<file path="config.mk">
export PLATFORM = sky130hd
export DESIGN_NAME = button_action_autorepeat_capture
export DESIGN_NICKNAME = d
export VERILOG_FILES = /design/src/hw/rtl/bac_pkg.sv /design/src/hw/rtl/bac_cfg_regs.sv /design/src/hw/rtl/bac_action.sv /design/src/hw/rtl/bac_capture.sv /design/src/hw/rtl/button_action_autorepeat_capture.sv
export SDC_FILE = /design/constraint.sdc
export NUM_CORES = 1
export LEC_CHECK = 0
export ABC_AREA = 0
export BUFFER_PORTS_ARGS = -buffer_cell sky130_fd_sc_hd__clkbuf_2
export CAP_MARGIN = 20
export CORE_UTILIZATION = 55
export DETAILED_ROUTE_END_ITERATION = 10
export PLACE_DENSITY = 0.85
export SETUP_SLACK_MARGIN = 0.4
export SLEW_MARGIN = 20
export SYNTH_ARGS = -nofsm -noshare
export SYNTH_HDL_FRONTEND = slang
export SYNTH_SLANG_ARGS = --single-unit
</file>
<file path="constraint.sdc">
create_clock -name clk -period 3.4 [get_ports clk]
set_clock_uncertainty 0.2 [all_clocks]
set_input_delay 0.34 -clock clk [delete_from_list [all_inputs] [get_ports clk]]
set_output_delay 0.34 -clock clk [all_outputs]
set_load 0.01 [all_outputs]
</file>
<file path="src/hw/rtl/bac_pkg.sv">
`default_nettype none

package bac_pkg;

	localparam int unsigned BUTTON_BITS_DEF = 32;
	localparam int unsigned TIME_BITS_DEF   = 32;
	localparam int unsigned IDX_BITS        = 5;
	localparam int unsigned CFG_IDX_BITS    = 3;
	localparam int unsigned CFG_DATA_BITS   = 32;
	localparam logic [15:0] MIN_RATE        = 16'd50;

	localparam logic [1:0] FUNC_SAMPLE  = 2'd0;
	localparam logic [1:0] FUNC_CAPTURE = 2'd1;
	localparam logic [1:0] FUNC_CANCEL  = 2'd2;

	localparam logic [CFG_IDX_BITS-1:0] REG_GEAR_UP_MASK   = 3'd0;
	localparam logic [CFG_IDX_BITS-1:0] REG_GEAR_DOWN_MASK = 3'd1;
	localparam logic [CFG_IDX_BITS-1:0] REG_ERG_MASK       = 3'd2;
	localparam logic [CFG_IDX_BITS-1:0] REG_REPEAT_DELAY   = 3'd3;
	localparam logic [CFG_IDX_BITS-1:0] REG_REPEAT_RATE    = 3'd4;
	localparam logic [CFG_IDX_BITS-1:0] REG_ENABLE         = 3'd5;

	typedef struct packed {
		logic step;
		logic release_all;
	} act_ctl_t;

	typedef struct packed {
		logic                capturing;
		logic                candidate_valid;
		logic                capture_done;
		logic [IDX_BITS-1:0] captured_index;
	} cap_stat_t;

endpackage

`default_nettype wire

</file>
<file path="src/hw/rtl/bac_cfg_regs.sv">
`default_nettype none

module bac_cfg_regs #(
	parameter int unsigned BUTTON_BITS = bac_pkg::BUTTON_BITS_DEF
) (
	input  wire logic                             clk,
	input  wire logic                             arst_n,
	input  wire logic                             cfg_wr_en,
	input  wire logic [bac_pkg::CFG_IDX_BITS-1:0] cfg_index,
	input  wire logic [bac_pkg::CFG_DATA_BITS-1:0] cfg_data,
	output logic [BUTTON_BITS-1:0]                up_mask,
	output logic [BUTTON_BITS-1:0]                down_mask,
	output logic [BUTTON_BITS-1:0]                erg_mask,
	output logic [15:0]                           delay,
	output logic [15:0]                           rate,
	output logic                                  enabled,
	output logic                                  disable_pulse
);

	logic [BUTTON_BITS-1:0] up_mask_q;
	logic [BUTTON_BITS-1:0] down_mask_q;
	logic [BUTTON_BITS-1:0] erg_mask_q;
	logic [15:0]            delay_q;
	logic [15:0]            rate_q;
	logic                   enabled_q;

	always_ff @(posedge clk or negedge arst_n) begin
		if (!arst_n) begin
			up_mask_q   <= '0;
			down_mask_q <= '0;
			erg_mask_q  <= '0;
			delay_q     <= '0;
			rate_q      <= bac_pkg::MIN_RATE;
			enabled_q   <= 1'b0;
		end else if (cfg_wr_en) begin
			case (cfg_index)
				bac_pkg::REG_GEAR_UP_MASK:   up_mask_q   <= BUTTON_BITS'(cfg_data);
				bac_pkg::REG_GEAR_DOWN_MASK: down_mask_q <= BUTTON_BITS'(cfg_data);
				bac_pkg::REG_ERG_MASK:       erg_mask_q  <= BUTTON_BITS'(cfg_data);
				bac_pkg::REG_REPEAT_DELAY:   delay_q     <= cfg_data[15:0];
				bac_pkg::REG_REPEAT_RATE:    rate_q      <= cfg_data[15:0];
				bac_pkg::REG_ENABLE:         enabled_q   <= cfg_data[0];
				default: ;
			endcase
		end
	end

	assign up_mask       = up_mask_q;
	assign down_mask     = down_mask_q;
	assign erg_mask      = erg_mask_q;
	assign delay         = delay_q;
	// clamp the repeat interval to its floor
	assign rate          = (rate_q < bac_pkg::MIN_RATE) ? bac_pkg::MIN_RATE : rate_q;
	assign enabled       = enabled_q;
	assign disable_pulse = cfg_wr_en && (cfg_index == bac_pkg::REG_ENABLE) && !cfg_data[0];

endmodule

`default_nettype wire

</file>
<file path="src/hw/rtl/bac_action.sv">
`default_nettype none

module bac_action #(
	parameter int unsigned BUTTON_BITS = bac_pkg::BUTTON_BITS_DEF,
	parameter int unsigned TIME_BITS   = bac_pkg::TIME_BITS_DEF,
	parameter bit          MAY_REPEAT  = 1'b1
) (
	input  wire logic                   clk,
	input  wire logic                   arst_n,
	input  wire bac_pkg::act_ctl_t      ctl,
	input  wire logic [BUTTON_BITS-1:0] mask,
	input  wire logic [BUTTON_BITS-1:0] buttons,
	input  wire logic [TIME_BITS-1:0]   now_t,
	input  wire logic [15:0]            delay,
	input  wire logic [15:0]            rate,
	output logic                        fire
);

	logic                 down_q;
	logic [TIME_BITS-1:0] next_q;
	logic                 hit;
	logic [TIME_BITS-1:0] diff;
	logic                 due;

	assign hit  = |(mask & buttons);
	assign diff = now_t - next_q;
	// wrap-safe compare: due once now has reached next
	assign due  = MAY_REPEAT && (delay != 16'd0) && !diff[TIME_BITS-1];
	assign fire = ctl.step && hit && (!down_q || due);

	always_ff @(posedge clk or negedge arst_n) begin
		if (!arst_n) begin
			down_q <= 1'b0;
			next_q <= '0;
		end else if (ctl.release_all) begin
			down_q <= 1'b0;
		end else if (ctl.step) begin
			down_q <= hit;
			if (hit && !down_q) begin
				next_q <= now_t + TIME_BITS'(delay);
			end else if (hit && due) begin
				next_q <= now_t + TIME_BITS'(rate);
			end
		end
	end

	assert property (@(posedge clk) disable iff (!arst_n)
		ctl.release_all |=> !down_q)
		else $error("action still down after release");

	assert property (@(posedge clk) disable iff (!arst_n)
		(ctl.step && !ctl.release_all && hit && !down_q) |=> (down_q && next_q == $past(now_t + TIME_BITS'(delay))))
		else $error("fresh press did not arm repeat timer");

	assert property (@(posedge clk) disable iff (!arst_n)
		(!ctl.step && !ctl.release_all) |=> ($stable(down_q) && $stable(next_q)))
		else $error("action state moved without a sample");

endmodule

`default_nettype wire

</file>
<file path="src/hw/rtl/bac_capture.sv">
`default_nettype none

module bac_capture #(
	parameter int unsigned BUTTON_BITS = bac_pkg::BUTTON_BITS_DEF
) (
	input  wire logic                   clk,
	input  wire logic                   arst_n,
	input  wire logic                   advance,
	input  wire logic [1:0]             func,
	input  wire logic                   pad,
	input  wire logic [BUTTON_BITS-1:0] buttons,
	input  wire logic                   enabled,
	output logic                        cap_on,
	output bac_pkg::cap_stat_t          stat,
	output logic [BUTTON_BITS-1:0]      held_next
);

	logic                         cap_on_q;
	logic                         cap_on_d;
	logic [BUTTON_BITS-1:0]       held_q;
	logic [BUTTON_BITS-1:0]       held_d;
	logic [BUTTON_BITS-1:0]       base_q;
	logic [BUTTON_BITS-1:0]       base_d;
	logic                         pend_v_q;
	logic                         pend_v_d;
	logic [bac_pkg::IDX_BITS-1:0] pend_idx_q;
	logic [bac_pkg::IDX_BITS-1:0] pend_idx_d;
	logic                         done;
	logic [BUTTON_BITS-1:0]       fresh;
	logic [bac_pkg::IDX_BITS-1:0] fresh_idx;
	logic [31:0]                  btn_wide;

	assign fresh    = buttons & ~base_q;
	assign btn_wide = 32'(buttons);

	// lowest set bit of the fresh word
	always_comb begin
		fresh_idx = '0;
		for (int i = BUTTON_BITS - 1; i >= 0; i--) begin
			if (fresh[i]) begin
				fresh_idx = bac_pkg::IDX_BITS'(i);
			end
		end
	end

	always_comb begin
		cap_on_d   = cap_on_q;
		held_d     = held_q;
		base_d     = base_q;
		pend_v_d   = pend_v_q;
		pend_idx_d = pend_idx_q;
		done       = 1'b0;
		if (advance) begin
			case (func)
				bac_pkg::FUNC_CAPTURE: begin
					cap_on_d   = 1'b1;
					base_d     = held_q;
					pend_v_d   = 1'b0;
					pend_idx_d = '0;
				end
				bac_pkg::FUNC_CANCEL: begin
					cap_on_d   = 1'b0;
					base_d     = '0;
					pend_v_d   = 1'b0;
					pend_idx_d = '0;
				end
				bac_pkg::FUNC_SAMPLE: begin
					if ((!enabled && !cap_on_q) || !pad) begin
						held_d = '0;
					end else begin
						held_d = buttons;
						if (cap_on_q) begin
							// forget baseline buttons once they are let go
							base_d = base_q & buttons;
							if (!pend_v_q) begin
								if (|fresh) begin
									pend_v_d   = 1'b1;
									pend_idx_d = fresh_idx;
								end
							end else if (!btn_wide[pend_idx_q]) begin
								done       = 1'b1;
								cap_on_d   = 1'b0;
								base_d     = '0;
								pend_v_d   = 1'b0;
								pend_idx_d = '0;
							end
						end
					end
				end
				default: ;
			endcase
		end
	end

	always_ff @(posedge clk or negedge arst_n) begin
		if (!arst_n) begin
			cap_on_q   <= 1'b0;
			held_q     <= '0;
			base_q     <= '0;
			pend_v_q   <= 1'b0;
			pend_idx_q <= '0;
		end else begin
			cap_on_q   <= cap_on_d;
			held_q     <= held_d;
			base_q     <= base_d;
			pend_v_q   <= pend_v_d;
			pend_idx_q <= pend_idx_d;
		end
	end

	assign cap_on                = cap_on_q;
	assign held_next             = held_d;
	assign stat.capturing        = cap_on_d;
	assign stat.candidate_valid  = pend_v_d;
	assign stat.capture_done     = done;
	assign stat.captured_index   = done ? pend_idx_q : (pend_v_d ? pend_idx_d : '0);

	assert property (@(posedge clk) disable iff (!arst_n)
		pend_v_q |-> cap_on_q)
		else $error("capture candidate pending outside capture mode");

	assert property (@(posedge clk) disable iff (!arst_n)
		!cap_on_q |-> (base_q == '0 && !pend_v_q))
		else $error("capture state left over after capture ended");

	assert property (@(posedge clk) disable iff (!arst_n)
		(pend_v_q && !advance) |=> (pend_v_q && $stable(pend_idx_q)))
		else $error("pending index changed without a transfer");

endmodule

`default_nettype wire

</file>
<file path="src/hw/rtl/button_action_autorepeat_capture.sv">
// Button action block with auto-repeat and button capture.
// Input channel (in_valid/in_ready) carries one item per transfer: a button
// sample (func sample) with pad_present, button_word and a wrapping
// millisecond timestamp now_ms, or a begin/cancel capture command.
// Output channel (out_valid/out_ready) returns exactly one result per item:
// action fire flags, capture status, captured_index and held_now.
// Configuration registers are written through cfg_wr_en/cfg_index/cfg_data,
// taken at once with no handshake; write them only while the block is idle.
// The item lands in the input register, then one pass of compare,
// timestamp add and priority-encode logic writes the result register and
// all state. Throughput is 1 item per cycle while out_ready stays high, set
// by that single pass since every item sees the state the previous one left.
// When out_ready is low the result register holds and one more item may
// wait in the input register; in_ready drops only when both are full.
// Reset clears masks, delay, enable, action and capture state and sets the
// repeat interval to 50 ms; both channels come up empty.
`default_nettype none

module button_action_autorepeat_capture #(
	parameter int unsigned BUTTON_BITS = bac_pkg::BUTTON_BITS_DEF,
	parameter int unsigned TIME_BITS   = bac_pkg::TIME_BITS_DEF
) (
	input  wire logic                              clk,
	input  wire logic                              arst_n,
	input  wire logic                              cfg_wr_en,
	input  wire logic [bac_pkg::CFG_IDX_BITS-1:0]  cfg_index,
	input  wire logic [bac_pkg::CFG_DATA_BITS-1:0] cfg_data,
	input  wire logic                              in_valid,
	output logic                                   in_ready,
	input  wire logic [1:0]                        func,
	input  wire logic                              pad_present,
	input  wire logic [31:0]                       button_word,
	input  wire logic [31:0]                       now_ms,
	output logic                                   out_valid,
	input  wire logic                              out_ready,
	output logic                                   fire_gear_up,
	output logic                                   fire_gear_down,
	output logic                                   fire_erg,
	output logic                                   capturing,
	output logic                                   candidate_valid,
	output logic                                   capture_done,
	output logic [bac_pkg::IDX_BITS-1:0]           captured_index,
	output logic [31:0]                            held_now
);

	logic [BUTTON_BITS-1:0] up_mask;
	logic [BUTTON_BITS-1:0] down_mask;
	logic [BUTTON_BITS-1:0] erg_mask;
	logic [15:0]            delay;
	logic [15:0]            rate;
	logic                   enabled;
	logic                   disable_pulse;

	logic                   v_s1;
	logic [1:0]             func_s1;
	logic                   pad_s1;
	logic [BUTTON_BITS-1:0] btn_s1;
	logic [TIME_BITS-1:0]   now_s1;

	logic                   v_s2;
	logic                   up_s2;
	logic                   down_s2;
	logic                   erg_s2;
	bac_pkg::cap_stat_t     stat_s2;
	logic [BUTTON_BITS-1:0] held_s2;

	logic                   advance;
	logic                   cap_on;
	bac_pkg::cap_stat_t     stat;
	logic [BUTTON_BITS-1:0] held_next;
	bac_pkg::act_ctl_t      act_ctl;
	logic                   is_sample;
	logic                   fire_up;
	logic                   fire_down;
	logic                   fire_e;

	bac_cfg_regs #(
		.BUTTON_BITS(BUTTON_BITS)
	) u_cfg (
		.clk          (clk),
		.arst_n       (arst_n),
		.cfg_wr_en    (cfg_wr_en),
		.cfg_index    (cfg_index),
		.cfg_data     (cfg_data),
		.up_mask      (up_mask),
		.down_mask    (down_mask),
		.erg_mask     (erg_mask),
		.delay        (delay),
		.rate         (rate),
		.enabled      (enabled),
		.disable_pulse(disable_pulse)
	);

	// advance the item in the input register into the result register
	assign advance  = v_s1 && (!v_s2 || out_ready);
	assign in_ready = !v_s1 || advance;

	always_ff @(posedge clk or negedge arst_n) begin
		if (!arst_n) begin
			v_s1 <= 1'b0;
		end else if (in_ready) begin
			v_s1 <= in_valid;
		end
	end

	always_ff @(posedge clk) begin
		if (in_valid && in_ready) begin
			func_s1 <= func;
			pad_s1  <= pad_present;
			btn_s1  <= BUTTON_BITS'(button_word);
			now_s1  <= TIME_BITS'(now_ms);
		end
	end

	assign is_sample           = advance && (func_s1 == bac_pkg::FUNC_SAMPLE);
	assign act_ctl.step        = is_sample && enabled && pad_s1 && !cap_on;
	assign act_ctl.release_all = disable_pulse ||
		(is_sample && (!pad_s1 || (!enabled && !cap_on)));

	bac_capture #(
		.BUTTON_BITS(BUTTON_BITS)
	) u_capture (
		.clk      (clk),
		.arst_n   (arst_n),
		.advance  (advance),
		.func     (func_s1),
		.pad      (pad_s1),
		.buttons  (btn_s1),
		.enabled  (enabled),
		.cap_on   (cap_on),
		.stat     (stat),
		.held_next(held_next)
	);

	bac_action #(
		.BUTTON_BITS(BUTTON_BITS),
		.TIME_BITS  (TIME_BITS),
		.MAY_REPEAT (1'b1)
	) u_gear_up (
		.clk    (clk),
		.arst_n (arst_n),
		.ctl    (act_ctl),
		.mask   (up_mask),
		.buttons(btn_s1),
		.now_t  (now_s1),
		.delay  (delay),
		.rate   (rate),
		.fire   (fire_up)
	);

	bac_action #(
		.BUTTON_BITS(BUTTON_BITS),
		.TIME_BITS  (TIME_BITS),
		.MAY_REPEAT (1'b1)
	) u_gear_down (
		.clk    (clk),
		.arst_n (arst_n),
		.ctl    (act_ctl),
		.mask   (down_mask),
		.buttons(btn_s1),
		.now_t  (now_s1),
		.delay  (delay),
		.rate   (rate),
		.fire   (fire_down)
	);

	bac_action #(
		.BUTTON_BITS(BUTTON_BITS),
		.TIME_BITS  (TIME_BITS),
		.MAY_REPEAT (1'b0)
	) u_erg (
		.clk    (clk),
		.arst_n (arst_n),
		.ctl    (act_ctl),
		.mask   (erg_mask),
		.buttons(btn_s1),
		.now_t  (now_s1),
		.delay  (delay),
		.rate   (rate),
		.fire   (fire_e)
	);

	always_ff @(posedge clk or negedge arst_n) begin
		if (!arst_n) begin
			v_s2 <= 1'b0;
		end else if (advance) begin
			v_s2 <= 1'b1;
		end else if (out_ready) begin
			v_s2 <= 1'b0;
		end
	end

	always_ff @(posedge clk) begin
		if (advance) begin
			up_s2   <= fire_up;
			down_s2 <= fire_down;
			erg_s2  <= fire_e;
			stat_s2 <= stat;
			held_s2 <= held_next;
		end
	end

	assign out_valid       = v_s2;
	assign fire_gear_up    = up_s2;
	assign fire_gear_down  = down_s2;
	assign fire_erg        = erg_s2;
	assign capturing       = stat_s2.capturing;
	assign candidate_valid = stat_s2.candidate_valid;
	assign capture_done    = stat_s2.capture_done;
	assign captured_index  = stat_s2.captured_index;
	assign held_now        = 32'(held_s2);

	assert property (@(posedge clk) disable iff (!arst_n)
		(v_s2 && stat_s2.capture_done) |-> (!stat_s2.capturing && !stat_s2.candidate_valid))
		else $error("capture reported done while still capturing");

	assert property (@(posedge clk) disable iff (!arst_n)
		(v_s2 && (up_s2 || down_s2 || erg_s2)) |-> (!stat_s2.capturing && !stat_s2.capture_done))
		else $error("action fired during capture");

	assert property (@(posedge clk) disable iff (!arst_n)
		(advance && func_s1 != bac_pkg::FUNC_SAMPLE) |=>
			(!up_s2 && !down_s2 && !erg_s2 && !stat_s2.capture_done))
		else $error("command item produced a fire or capture_done");

endmodule

`default_nettype wire

</file>
# Word level (Yosys, flattened, before mapping)

Cells that the tools add are included.
Widths: inputs -> output; s select.

Register bits after elaboration: 379
Input bits: 107
Output and inout port bits: 45
Logic and storage cells: 195

Add/sub/neg operators: 4
$lt $le $gt $ge: 2
Eq/ne operators: 9
Multiplexer cells: 82
Bitwise gates (word level): 7
Reduce and logical (&&, ||, !) cells: 61

Operators with widths:

| operator            | count |
|---|---|
| $mux 32             | 11 |
| $mux 5              | 40 |
| $and 32x32->32      | 5 |
| $reduce_or 32->1    | 4 |
| $pmux 32 s3         | 1 |
| $add 32x16->32      | 2 |
| $sub 32x32->32      | 2 |
| $not 32->32         | 1 |
| $mux 1              | 25 |
| $logic_and 1x1->1   | 22 |
| $lt 16x6->1 const B | 1 |
| $mux 16             | 1 |
| $reduce_bool 16->1  | 1 |
| $reduce_and 2->1    | 6 |
| $logic_not 1->1     | 11 |
| $pmux 5 s2          | 1 |
| $reduce_bool 2->1   | 4 |
| $eq 3x2->1 const B  | 2 |
| $eq 3x3->1 const B  | 2 |
| $logic_or 1x1->1    | 6 |
| $lt 5x6->1 const B  | 1 |
| $reduce_and 3->1    | 2 |
| $bmux 1 s5          | 1 |
| $reduce_and 4->1    | 1 |
| 12 further kinds    | 12 |

# Depth between registers and ports, before layout

Gate-level depths: netlist (run 1).

Depth after elaboration: 42
Mapped depth: 14
Mapped depth without buffers: 13

# Cells and area by module

A second synthesis (run 1) with hierarchy kept.

Cells, all modules: 1601
Area total of the unflattened synthesis: 19292.3 sq um

By module, submodules not included:

| module                           | times used | cells each | area each (sq um) | seq. area each (sq um) |
|---|---|---|---|---|
| bac_action at u_gear_down ...    | 2          | 367        | 3410.8            | 825.8 |
| bac_cfg_regs                     | 1          | 302        | 4971.0            | 3231.8 |
| bac_capture                      | 1          | 417        | 3867.5            | 1776.7 |
| button_action_autorepeat_capture | 1          | 123        | 3428.3            | 3353.2 |
| bac_action at u_erg              | 1          | 25         | 203.9             | 25.0 |

# Least setup slack after synthesis (run 1)

Ideal clock, no wire load.

Path kind: register to register
Start point: register u_cfg.rate_q[2]
End point: register u_gear_up.next_q[31]
Setup time: 125 ps
Arrival: 3236 ps
Required time: 3075 ps
Slack: -161 ps
Stages on the path, launching flop included: 13
Buffers on the path: 0
Period minus slack after synthesis: 3561 ps
Path through: dfrtp_1 -> o311ai_0 -> nand4_1 -> and2_1 -> ha_1 -> o21ai_0 -> nor2_1 -> o41ai_1 -> a2111oi_0 -> a211oi_2 -> o22ai_1 -> xor2_1 -> mux2_4

Word-level cells in the longest chain between the ends: 5

Ends and longest elaborated chain:

| element                | line               | RTL |
|---|---|---|
| start, declared        | bac_cfg_regs.sv:24 | `logic [15:0] rate_q;` |
| start signal, assigned | bac_cfg_regs.sv:33 | `rate_q <= bac_pkg::MIN_RATE;` |
| start signal, assigned | bac_cfg_regs.sv:41 | `bac_pkg::REG_REPEAT_RATE: rate_q <= cfg_data[15:0];` |
| $lt 16x6->1            | bac_cfg_regs.sv:53 | `assign rate = (rate_q < bac_pkg::MIN_RATE) ? bac_pkg::MIN_RATE : rate_q;` |
| $mux 16 *              | bac_cfg_regs.sv:53 |  |
| $add 32x16->32 *       | -                  |  |
| $mux 32 *              | bac_action.sv:41   | `end else if (hit && due) begin` |
| $mux 32 *              | bac_action.sv:39   | `if (hit && !down_q) begin` |
| end signal, assigned   | bac_action.sv:40   | `next_q <= now_t + TIME_BITS'(delay);` |
| end signal, assigned   | bac_action.sv:42   | `next_q <= now_t + TIME_BITS'(rate);` |
| end, declared          | bac_action.sv:20   | `logic [TIME_BITS-1:0] next_q;` |

Mark *: on every way between the ends. The rest lies on a longest branch, timed or not. The select of a mux whose other input is x is not followed.
A chain may end at the register's enable or synchronous reset.

# Final worst setup path (run 1)

Start point: register u_cfg.rate_q[13]
End point: register u_gear_down.next_q[18]

Word-level cells in the longest chain between the ends: 5

Ends and longest elaborated chain:

| element              | line |
|---|---|
| $lt 16x6->1          | bac_cfg_regs.sv:53 |
| $mux 16 *            | bac_cfg_regs.sv:53 |
| $add 32x16->32 *     | - |
| $mux 32 *            | bac_action.sv:41 |
| $mux 32 *            | bac_action.sv:39 |
| end signal, assigned | bac_action.sv:40 |
| end signal, assigned | bac_action.sv:42 |
| end, declared        | bac_action.sv:20 |

Marks and branches as above.

==> results.md, run 1 <==
- Status: complete, but fails checks
- Failing checks: negative setup slack
- Fmax: ~280 MHz
- Io pins: ~150
- Drt drc: 0
- CTS Buffer Depth: 3
- Largest net degree at the start of global routing: a little over 80
- Worst path bufs/invs: 0
- Mapped Avg Cell Area: 11.7 sq um
- Gr ovfl total: 0
- Worst slew margin: 0.323
- Initial core utilization: 0.562
- Main synth FF type: dfrtp_1
- Reg clk slew, reported paths: approximately 0.06 ns
- Slowest stage delay, CP: 0.42 ns
- Fraction of layout cells with a size suffix above 1: 0.315
- Initial antenna violation count: 1
- Crit path arrival time: between 3 and 4 ns
- CP Class: register to register
- Unrepaired setup endpoints after global routing: true
- Seq pwr share: 0.392
- Std cell rows: slightly below 70
- M3 GR Usage: 0.0528
- Routed wire length per instance: ~24 microns
- First-pass GRT wire length: approximately 91 mm
- CTS root buffer: clkbuf_16
- Grt peak-use layer: met2
- Synth unique cells: between 70 and 80
- VDD IR-drop max: a little under 0.6 mV
- Flops & latches, synth: ~380
- Final net count: roughly 2.3k
- Required @ worst endpoint: about 3.6 ns
- Die Y: 190 microns
- CTS tree: yes
- CP Capture Type: register
- Worst setup margin: -0.219 ns
- Die area: approximately 36000 sq um
- Later-pin clock latency in the skew report: about 0.59 ns
- Placed wire-length estimate: approximately 37 mm
- Most Frequent Cell on Critical Path: and2_4
- Synth Warn #: 0
- GR Util met1: 0.404
- Ys async rst share: 0.710
- Crit path max-delay family: simple AND/OR/NAND/NOR gates
- Minimum clock period: around 3.6 ns
- Overall power: about 15000 uW
- Synth Cell Area: just under 20000 sq um
- GR Util All Layers: 0.328
- Max Cap Viol: 0
- Clk network pwr share: 0.328
- DR iter-0 viols: roughly 1.6k
- Switching Fraction: 0.313
- Drt total wl: between 60 and 70 mm
- Vias: approximately 16k
- Antenna Violating Nets Remaining: 0
- Internal: between 10000 and 15000 uW
- CP Cell Sequence: nor4_4 > nand4_1 > and2_4 > ha_4 > fa_2 > a211oi_4 > o21ai_2 > a21boi_2 > o31a_1 > and2_4 > a211oi_2 > xnor2_1 > mux2i_1
- Switching pwr: 4850 uW
- Crit-path max FO: 6
- Startpoint class of the critical path: register
- H-Tree Level Count: 2
- CP max stage cell: dfrtp_1
- Number of synthesized flops with an enable pin: 110
- Final setup fails: 34
- First-pass iteration count of the detailed router: 6
- Slew Viols, Final: 0
- Filler cells: approximately 2.2k
- Most frequent cells in the layout: dfrtp_1, clkbuf_2, nand2_1
- Syn Inst Count: about 1.7k
- Vias/cell: about 6.2
- Cts bufs inserted: slightly above 40
- Period utilisation layout: 1.06
- Clk sink count: roughly 380
- Combinational Power Share: 0.280
- GR Layer Usage met2: 0.550
- Vias in the first global route: roughly 16k
- LEAKAGE: between 0.01 and 0.015 uW
- Final hold viol count: 0
- Layout Utilization: 0.731
- Worst-margin pin slew: between 1 and 1.5 ns
- P&R area growth vs syn: 30.1%
- Core Area: between 30000 and 40000 sq um
- Power density cells: around 610 nW/um^2
- Die Width: ~190 microns
- PortBufs: roughly 150
- Hold crit path type: input port to register
- Syn Nets: about 1.9k
- Most common cell after layout, fill and taps aside: dfrtp_1
- Register area share after synthesis: 0.515
- Placer Congestion: roughly 0.9
==> metal layers <==
metal,part of all wire,up-vias
met4,0.060,0
li1,-,6936
met1,0.37,7875
met2,0.49,882
met3,0.079,246
met5,0,-
==> what timing repair did <==
item / in CTS / in global routing
gates resized for setup: 75 / 63
setup endpoints to repair: 96 / 97
pin swaps: 39 / 82
setup buffers: 56 / 14
hold buffers: 101 / 1
cloned: 1 / 4
endpoints found under the hold margin: 259 / 1
==> Yosys cell counts, drive strengths merged (42+ instances only) <==
cell type	n	area share
a21o	51	0.020
a21oi	62	0.016
clkbuf	49	0.0094
dfrtp	266	0.34
edfxtp	110	0.17
ha	92	0.059
inv	79	0.015
mux2	143	0.083
mux2i	72	0.037
nand2	140	0.027
nand3	61	0.016
nor2	51	0.0098
o21ai	45	0.012
xnor2	42	0.019
==> path summary, 6_finish.rpt <==
check	cells past startpoint	start	end	slack, ns
max	13	u_cfg.rate_q[13]	u_gear_down.next_q[18]	-0.22
min	2	cfg_data[0]	u_cfg.delay[0]	0.02
max reg2reg	13	u_cfg.rate_q[13]	u_gear_down.next_q[18]	-0.22
min reg2reg	1	u_capture.base_q[19]	u_capture.base_q[19]	0.30
max in group asynchronous	3	arst_n	u_cfg.down_mask[0]	1.90
min in group asynchronous	2	arst_n	u_gear_up.next_q[5]	0.15
==> final cells by class <==
class | count | area (sq um) | share of cell area
Multi-Input combinational cell | 1140 | 9580 | 0.377
Timing Repair Buffer | 422 | 3370 | 0.133
Clock inverter | 25 | 357 | 0.0141
Antenna cell | 1 | 2.50 | 0.0000986
Clock buffer | 51 | 1170 | 0.0461
Inverter | 79 | 297 | 0.0117
Tap cell | 455 | 569 | 0.0224
Sequential cell | 379 | 10000 | 0.396
==> power by group through the flow <==
stage               sequential (uW)  combinational (uW)  clock [uW]
floorplan                      5950                2450           0
global placement               6060                3390           0
detailed placement             6110                3550           0
CTS                            6020                3990        5070
global route                   6130                4690        5290
finish                         6080                4330        5080
==> logic make-up after synthesis <==
kind of cell,synth area share
adder cells (fa/ha/maj),0.0611
buffers and inverters,0.0332
XOR/XNOR,0.0265
AND/OR/NAND/NOR,0.107
flip-flops,0.515
AO/OA/AOI/OAI,0.126
multiplexers,0.131
==> stage by stage <==
| stage | cells | setup WS (ns) | setup TNS (ns) | cell area [sq um] | hold WS [ns] |
|---|---|---|---|---|---|
| 3_3_place_gp | 2298 | -0.200 | -3.07 | 21400 | 0.163 |
| 4_1_cts | 2532 | -0.0961 | -0.422 | 24800 | 0.00230 |
| 3_5_place_dp | 2298 | -0.266 | -4.76 | 21400 | 0.178 |
| 6_report | 2552 | -0.219 | -3.48 | 25400 | 0.0165 |
| 5_1_grt | 2551 | -0.342 | -10.26 | 25400 | 0.0227 |
| 2_1_floorplan | 1670 | 0.136 | 0 | 19600 | -0.156 |
==> worst register-to-register path: cells and delay by family (launching register included) <==
| family | cells | cell delay (ns) |
|---|---|---|
| compound gates | 5 | 0.86 |
| simple gates | 4 | 1.05 |
| fa+ha+maj | 2 | 0.57 |
| xor+xnor | 1 | 0.25 |
| mux | 1 | 0.13 |
| flops | 1 | 0.42 |
(Power assumes the default switching activity.)
==> run 2, diff against run 1 <==
--- a/config.mk
+++ b/config.mk
@@ -11,7 +11,7 @@
 export CORE_UTILIZATION = 55
 export DETAILED_ROUTE_END_ITERATION = 10
 export PLACE_DENSITY = 0.85
-export SETUP_SLACK_MARGIN = 0.4
+export SETUP_SLACK_MARGIN = 0.3
 export SLEW_MARGIN = 20
 export SYNTH_ARGS = -nofsm -noshare
 export SYNTH_HDL_FRONTEND = slang
==> run 2 against run 1 <==
The flow still finishes with violations (negative setup slack). Register-to-register slack worse by 0.07 ns. Fmax is 1.8% lower. Clock-buffer cell count fell by 2. Hold slack improved by 0.042 ns. Sequential share of layout area increased by 0.91 points. Routed wire length decreased by 2.6%. Total power shrank 2.2%. Core utilization is 1.6 points lower. Critical path depth rose by 1. Largest cell class unchanged.
==> results.md, run 2 (same netlist as run 1, synthesis figures left out) <==
- Clk network pwr share: 0.323 (-0.005)
- Drt drc: 0 (unchanged)
- Seq pwr share: 0.401 (+0.009)
- Io pins: 152 (unchanged)
- Initial core utilization: 0.562 (unchanged)
- Cts bufs inserted: 41 (unchanged)
- Routed wire length per instance: 23.3 microns (-1.6%)
- Core Area: 34700 sq um (unchanged)
- Metal2 WL: 28.8 mm (-1.9%)
- Vias/cell: 6.26 (+0.19%)
- Unrepaired setup endpoints after global routing: true
- RR Endpoint: u_gear_down.next_q[20]
- Reg2reg path depth: 14 (+1)
- Worst setup margin: -0.285 ns (-0.0653 ns)
- Worst-margin pin slew: 1.01 ns (-0.00806 ns)
- Clk sink count: 379 (unchanged)
- Slew Viols, Final: 0 (unchanged)
- H-Tree Level Count: 2 (unchanged)
- Reg2reg start: u_cfg.rate_q[14]
- Fraction of layout cells with a size suffix above 1: 0.297 (-0.0183)
- CTS Buffer Depth: 3 (unchanged)
- Largest net degree at the start of global routing: 97 (+20%)
- Die Y: 190 microns (unchanged)
- Hold WS: 0.0590 ns (+0.0425 ns)
- LEAKAGE: 0.0115 uW (-2.1%)
- Final hold viol count: 0 (unchanged)
- CTS root buffer: clkbuf_16
- Max Cap Viol: 0 (unchanged)
- Switching Fraction: 0.316 (+0.00251)
- Required @ worst endpoint: 3.64 ns (about the same)
- Die area: 36200 sq um (unchanged)
- Worst slew margin: 0.328 (+0.00537)
- Most frequent cells in the layout: dfrtp_1, clkbuf_2, nand2_1
- Hold crit path type: input port to register
- Reg clk slew, reported paths: 0.06 ns (about the same)
- Crit-path max FO: 6 (unchanged)
- Combinational Power Share: 0.276 (-0.004)
- Failing checks: negative setup slack
- Placer Congestion: 0.950 (+2.8%)
- CP Capture Type: register
- Initial antenna violation count: 1 (unchanged)
- Minimum clock period: 3.68 ns (+0.0653 ns)
- Later-pin clock latency in the skew report: 0.58 ns (about the same)
- Antenna Violating Nets Remaining: 0 (unchanged)
- First-pass iteration count of the detailed router: 5 (-1)
- Vias in the first global route: 16.2k (-0.36%)
- Gr ovfl total: 0 (unchanged)
- Final net count: 2239 (-1.1%)
- Most common cell after layout, fill and taps aside: dfrtp_1
- Fmax: 271 MHz (-1.8%)
- Wire length on met1: 22.6 mm (-0.10%)
- Period utilisation layout: 1.08 (+0.0192)
- Power density cells: 611 nW/um^2 (about the same)
- Std cell rows: 68 (unchanged)
- Top sig layer: met4
- Internal: 10400 uW (-2.5%)
- DR iter-0 viols: 1442 (-7.6%)
- CP Capture Point: u_gear_down.next_q[20]
- First-pass GRT wire length: 89.5 mm (-1.7%)
- Pre-CTS setup slack: -0.165 ns (+0.101 ns)
- CP Class: register to register
- Switching pwr: 4790 uW (-1.4%)
- Status: complete, but fails checks
- Final setup fails: 35 (+2.9%)
- GR Util All Layers: 0.321 (-0.00700)
- Placed wire-length estimate: 37.3 mm (+0.63%)
- Vias: 15.8k (-0.83%)
- P&R area growth vs syn: 27.2%
- Startpoint class of the critical path: register
- Met3 wire length: 4.46 mm (-6.2%)
- FF-to-FF setup slack: -0.28 ns (-0.07 ns)
- Crit path arrival time: 3.93 ns (+0.07 ns)
- PortBufs: 151 (unchanged)
- Worst Setup SP: u_cfg.rate_q[14]
- CTS tree: yes
- Die Width: 190 microns (unchanged)
- VDD IR-drop max: 0.456 mV (-21%)
- Drt total wl: 58.7 mm (-2.6%)
## run 2: critical path, stage by stage (launching register included)
cell      delay, ns
dfrtp_1        0.39
nor4_2         0.32
nand4_1        0.28
and2_4         0.26
ha_4           0.17
fa_2           0.35
a211oi_2       0.29
o21ai_2        0.11
a21boi_2       0.20
o31a_1         0.23
and2_4         0.17
buf_6          0.12
a211oi_4       0.05
xnor2_2        0.17
mux2i_2        0.24
## run 2: power by group through the flow
| stage | Sequential (uW) | Clock (uW) | Combinational [uW] |
|---|---|---|---|
| floorplan | 5950 | 0 | 2450 |
| global placement | 6070 | 0 | 3390 |
| detailed placement | 6110 | 0 | 3560 |
| CTS | 6040 | 4860 | 3810 |
| global route | 6140 | 5090 | 4530 |
| finish | 6080 | 4890 | 4190 |
## run 2: how the worst min path moves through the flow
stage                 from             endpoint  slack [ns]  depth (start not counted)
4_1_cts        cfg_data[0]     u_cfg.up_mask[0]        0.04                          2
3_5_place_dp        arst_n  u_gear_up.next_q[3]        0.07                          1
2_1_floorplan       arst_n            out_valid       -0.16                          0
5_1_grt        cfg_data[0]       u_cfg.delay[0]        0.04                          2
6_report       cfg_data[0]      u_cfg.rate_q[0]        0.06                          2
3_3_place_gp        arst_n  u_gear_up.next_q[3]        0.06                          1
## run 2: what timing repair did
| item | in CTS | in global routing |
|---|---|---|
| cloned | 1 | 0 |
| setup endpoints to repair | 65 | 96 |
| endpoints found under the hold margin | 409 | 0 |
| pin swaps | 16 | 36 |
| resized for setup | 28 | 61 |
| setup buffers | 20 | 35 |
| hold buffers | 102 | 0 |
## run 2: cell type report
cell class / instances / area (sq um)
diodes: 1 / 2.50
fillers: 2272 / 9910
flip-flops and latches: 379 / 10000
repair buffers: 397 / 3090
well taps: 455 / 569
clock inverters: 26 / 344
inverters: 79 / 297
clock buffers: 49 / 1110
multi-input cells: 1140 / 9350
## run 2: through the flow
stage	setup TNS, ns	std cells	total power (uW)	instance area, sq um	util
floorplan	0	1670	8400	19600	-
global placement	-1.87	2292	9450	21400	0.617
detailed placement	-3.57	2292	9670	21400	0.617
CTS	-0.267	2490	14700	24200	0.698
global route	-12.76	2526	15800	24800	0.715
finish	-4.07	2526	15200	24800	0.715
## run 2: per-layer routing
layer | GRT usage | vias to the layer above
li1 | - | 6893
met1 | 0.401 | 7877
met2 | 0.538 | 809
met3 | 0.0559 | 227
met4 | 0.159 | 0
met5 | 0 | -
==> run 3, diff against run 2 <==
--- a/config.mk
+++ b/config.mk
@@ -7,10 +7,10 @@
 export LEC_CHECK = 0
 export ABC_AREA = 0
 export BUFFER_PORTS_ARGS = -buffer_cell sky130_fd_sc_hd__clkbuf_2
-export CAP_MARGIN = 20
 export CORE_UTILIZATION = 55
 export DETAILED_ROUTE_END_ITERATION = 10
 export PLACE_DENSITY = 0.85
+export REMOVE_ABC_BUFFERS = 1
 export SETUP_SLACK_MARGIN = 0.3
 export SLEW_MARGIN = 20
 export SYNTH_ARGS = -nofsm -noshare
==> run 3 against run 2 <==
Hold slack gained 0.014 ns. Global-route usage is 0.090 points higher. Highest routed layer unchanged. Design area up 1.5%. Cell count is 0.71% higher. Via count rose by 0.82%. The run still ends with negative setup slack left. Largest cell class unchanged. Combinational power rose by 5.3%.
==> results.md, run 3 (same netlist as run 1, synthesis figures left out) <==
- Vias: 15.9k (+0.82%)
- Most common cell after layout, fill and taps aside: dfrtp_1
- CTS Buffer Depth: 3 (unchanged)
- Clk sink count: 379 (unchanged)
- Slowest stage delay, CP: 0.40 ns (about the same)
- CP Class: register to register
- P&R area growth vs syn: 29.1%
- Fmax: 270 MHz (-0.44%)
- Fraction of layout cells with a size suffix above 1: 0.313 (+0.0156)
- Most frequent cells in the layout: dfrtp_1, clkbuf_2, nand2_1
- Io pins: 152 (unchanged)
- Hold crit path type: input port to register
- Cts bufs inserted: 41 (unchanged)
- GR Util All Layers: 0.322 (+0.000901)
- PortBufs: 151 (unchanged)
- Worst setup margin: -0.301 ns (-0.0163 ns)
- Slew Viols, Final: 0 (unchanged)
- Worst slew margin: 0.337 (+0.00858)
- Vias/cell: 6.26 (+0.10%)
- Required @ worst endpoint: 3.66 ns (+0.02 ns)
- First-pass iteration count of the detailed router: 6 (+1)
- Drt total wl: 59.8 mm (+1.8%)
- Status: complete, but fails checks
- Max Cap Viol: 0 (unchanged)
- Reg2reg start: u_cfg.rate_q[14]
- Filler cells: 2226 (-2.0%)
- Gr ovfl total: 0 (unchanged)
- CP Cell Sequence: nor4_2 > buf_4 > nand4_1 > buf_4 > nand2b_4 > ha_4 > a211oi_2 > nor2_2 > o41ai_2 > buf_4 > a2111oi_4 > buf_4 > a211oi_4 > buf_4 > buf_12 > o22a_1 > xnor2_1 > mux2_4
- Startpoint class of the critical path: register
- H-Tree Level Count: 2 (unchanged)
- Vias in the first global route: 15.8k (-2.3%)
- Reg clk slew, reported paths: 0.06 ns (about the same)
- Crit-path max FO: 8 (+2)
- CP Capture Type: register
- Overall power: 15100 uW (about the same)
- CTS tree: yes
- Die area: 36200 sq um (unchanged)
- DR iter-0 viols: 1276 (-12%)
- Minimum clock period: 3.70 ns (+0.0163 ns)
- Die Y: 190 microns (unchanged)
- Crit path arrival time: 3.96 ns (+0.03 ns)
- Period utilisation layout: 1.09 (+0.00480)
- Unrepaired setup endpoints after global routing: true
- First-pass GRT wire length: 89.2 mm (-0.32%)
- Worst-margin pin slew: 0.995 ns (-0.0129 ns)
- Final net count: 2258 (+0.85%)
- Power density cells: 602 nW/um^2 (-1.5%)
- Initial antenna violation count: 1 (unchanged)
- Routed wire length per instance: 23.5 microns (+1.1%)
- Die Width: 190 microns (unchanged)
- CTS root buffer: clkbuf_16
- Failing checks: negative setup slack
- Drt drc: 0 (unchanged)
- Later-pin clock latency in the skew report: 0.58 ns (about the same)
- Final setup fails: 46 (+31%)
- Initial core utilization: 0.562 (unchanged)
- Layout Utilization: 0.725 (+0.0107)
- Worst path bufs/invs: 6 (+5)
- VDD IR-drop max: 0.498 mV (+9.2%)
- Core Area: 34700 sq um (unchanged)
- Final hold viol count: 0 (unchanged)
- Std cell rows: 68 (unchanged)
- Largest net degree at the start of global routing: 95 (-2.1%)
- Antenna Violating Nets Remaining: 0 (unchanged)
- Crit path max-delay family: buffers and inverters
- Placed wire-length estimate: 37.7 mm (+0.88%)
- Hold_sp: cfg_data[0]
- Placer Congestion: 0.902 (-5.1%)
- Worst Setup SP: u_cfg.rate_q[14]
- LEAKAGE: 0.0116 uW (+1.1%)
- Most Frequent Cell on Critical Path: buf_4
- CP max stage cell: dfrtp_1
==> run 3: changes by cell type in the layout (fill, tap and decap cells not counted), moves of 3 or more <==
| cell | delta |
|---|---|
| nand2b_1 | -3 |
| o32ai_1 | -3 |
| mux2_2 | -6 |
| ha_4 | +3 |
| nand2b_4 | +3 |
| clkinv_1 | +3 |
| o21ai_2 | +3 |
| buf_6 | +10 |
| a211oi_2 | +9 |
| ha_1 | -4 |
| buf_4 | +7 |
| mux2_4 | +6 |
| a211oi_1 | -9 |
==> run 3: layout make-up <==
| type | instances | area (sq um) | area share |
|---|---|---|---|
| Multi-Input combinational cell | 1140 | 9580 | 0.380 |
| Tap cell | 455 | 569 | 0.0226 |
| Inverter | 79 | 297 | 0.0118 |
| Sequential cell | 379 | 10000 | 0.399 |
| Antenna cell | 1 | 2.50 | 0.0000994 |
| Clock buffer | 49 | 1100 | 0.0436 |
| Clock inverter | 25 | 280 | 0.0111 |
| Timing Repair Buffer | 416 | 3310 | 0.131 |
==> run 3: path summary, 6_finish.rpt <==
path | endpoint | slack (ns) | cells after the start
min reg2reg | u_capture.held_q[9] | 0.30 | 2
min in group asynchronous | u_gear_up.next_q[13] | 0.22 | 2
max | u_gear_down.next_q[31] | -0.30 | 18
max reg2reg | u_gear_down.next_q[31] | -0.30 | 18
min | u_cfg.erg_mask[0] | 0.07 | 2
max in group asynchronous | u_gear_down.next_q[17] | 1.90 | 3
==> run 3: metrics by stage <==
stage               setup slack [ns]  cell area [sq um]  cells  hold WS, ns  setup TNS (ns)
finish                        -0.301              25200   2544       0.0733           -7.87
global route                  -0.403              25200   2543       0.0605          -13.91
CTS                           -0.287              24400   2498       0.0554           -4.10
detailed placement            -0.635              21400   2303        0.217          -20.36
global placement              -0.474              21400   2303        0.217          -14.02
floorplan                     -0.533              19200   1598       -0.156          -32.31
==> run 3: what timing repair did <==
item,4_1_cts,5_1_grt
setup buffers,17,43
pin swaps,59,36
cloned,2,2
endpoints found under the setup margin,94,95
hold endpoints to repair,278,0
resized for setup,98,63
hold buffers,102,0
==> run 3: worst register-to-register path, delay by kind of cell, from the launching register on <==
family,cells,cell delay [ns]
compound gates,5,0.89
fa+ha+maj,1,0.20
xor+xnor,1,0.07
flops,1,0.40
buf+inv,6,0.97
mux,1,0.27
simple gates,4,0.58
==> run 3: power by group <==
part	internal (uW)	switching [uW]	leakage (uW)	total [uW]
Clock	2700	1950	0.000665	4650
Combinational	2100	2320	0.00669	4410
Sequential	5530	560	0.00427	6090
==> run 3: per-layer routing <==
| metal | global-route usage | vias to the layer above | share of wire |
|---|---|---|---|
| li1 | - | 6942 | - |
| met3 | 0.0536 | 194 | 0.075 |
| met5 | 0 | - | 0 |
| met4 | 0.154 | 0 | 0.047 |
| met1 | 0.411 | 7930 | 0.39 |
| met2 | 0.535 | 869 | 0.49 |
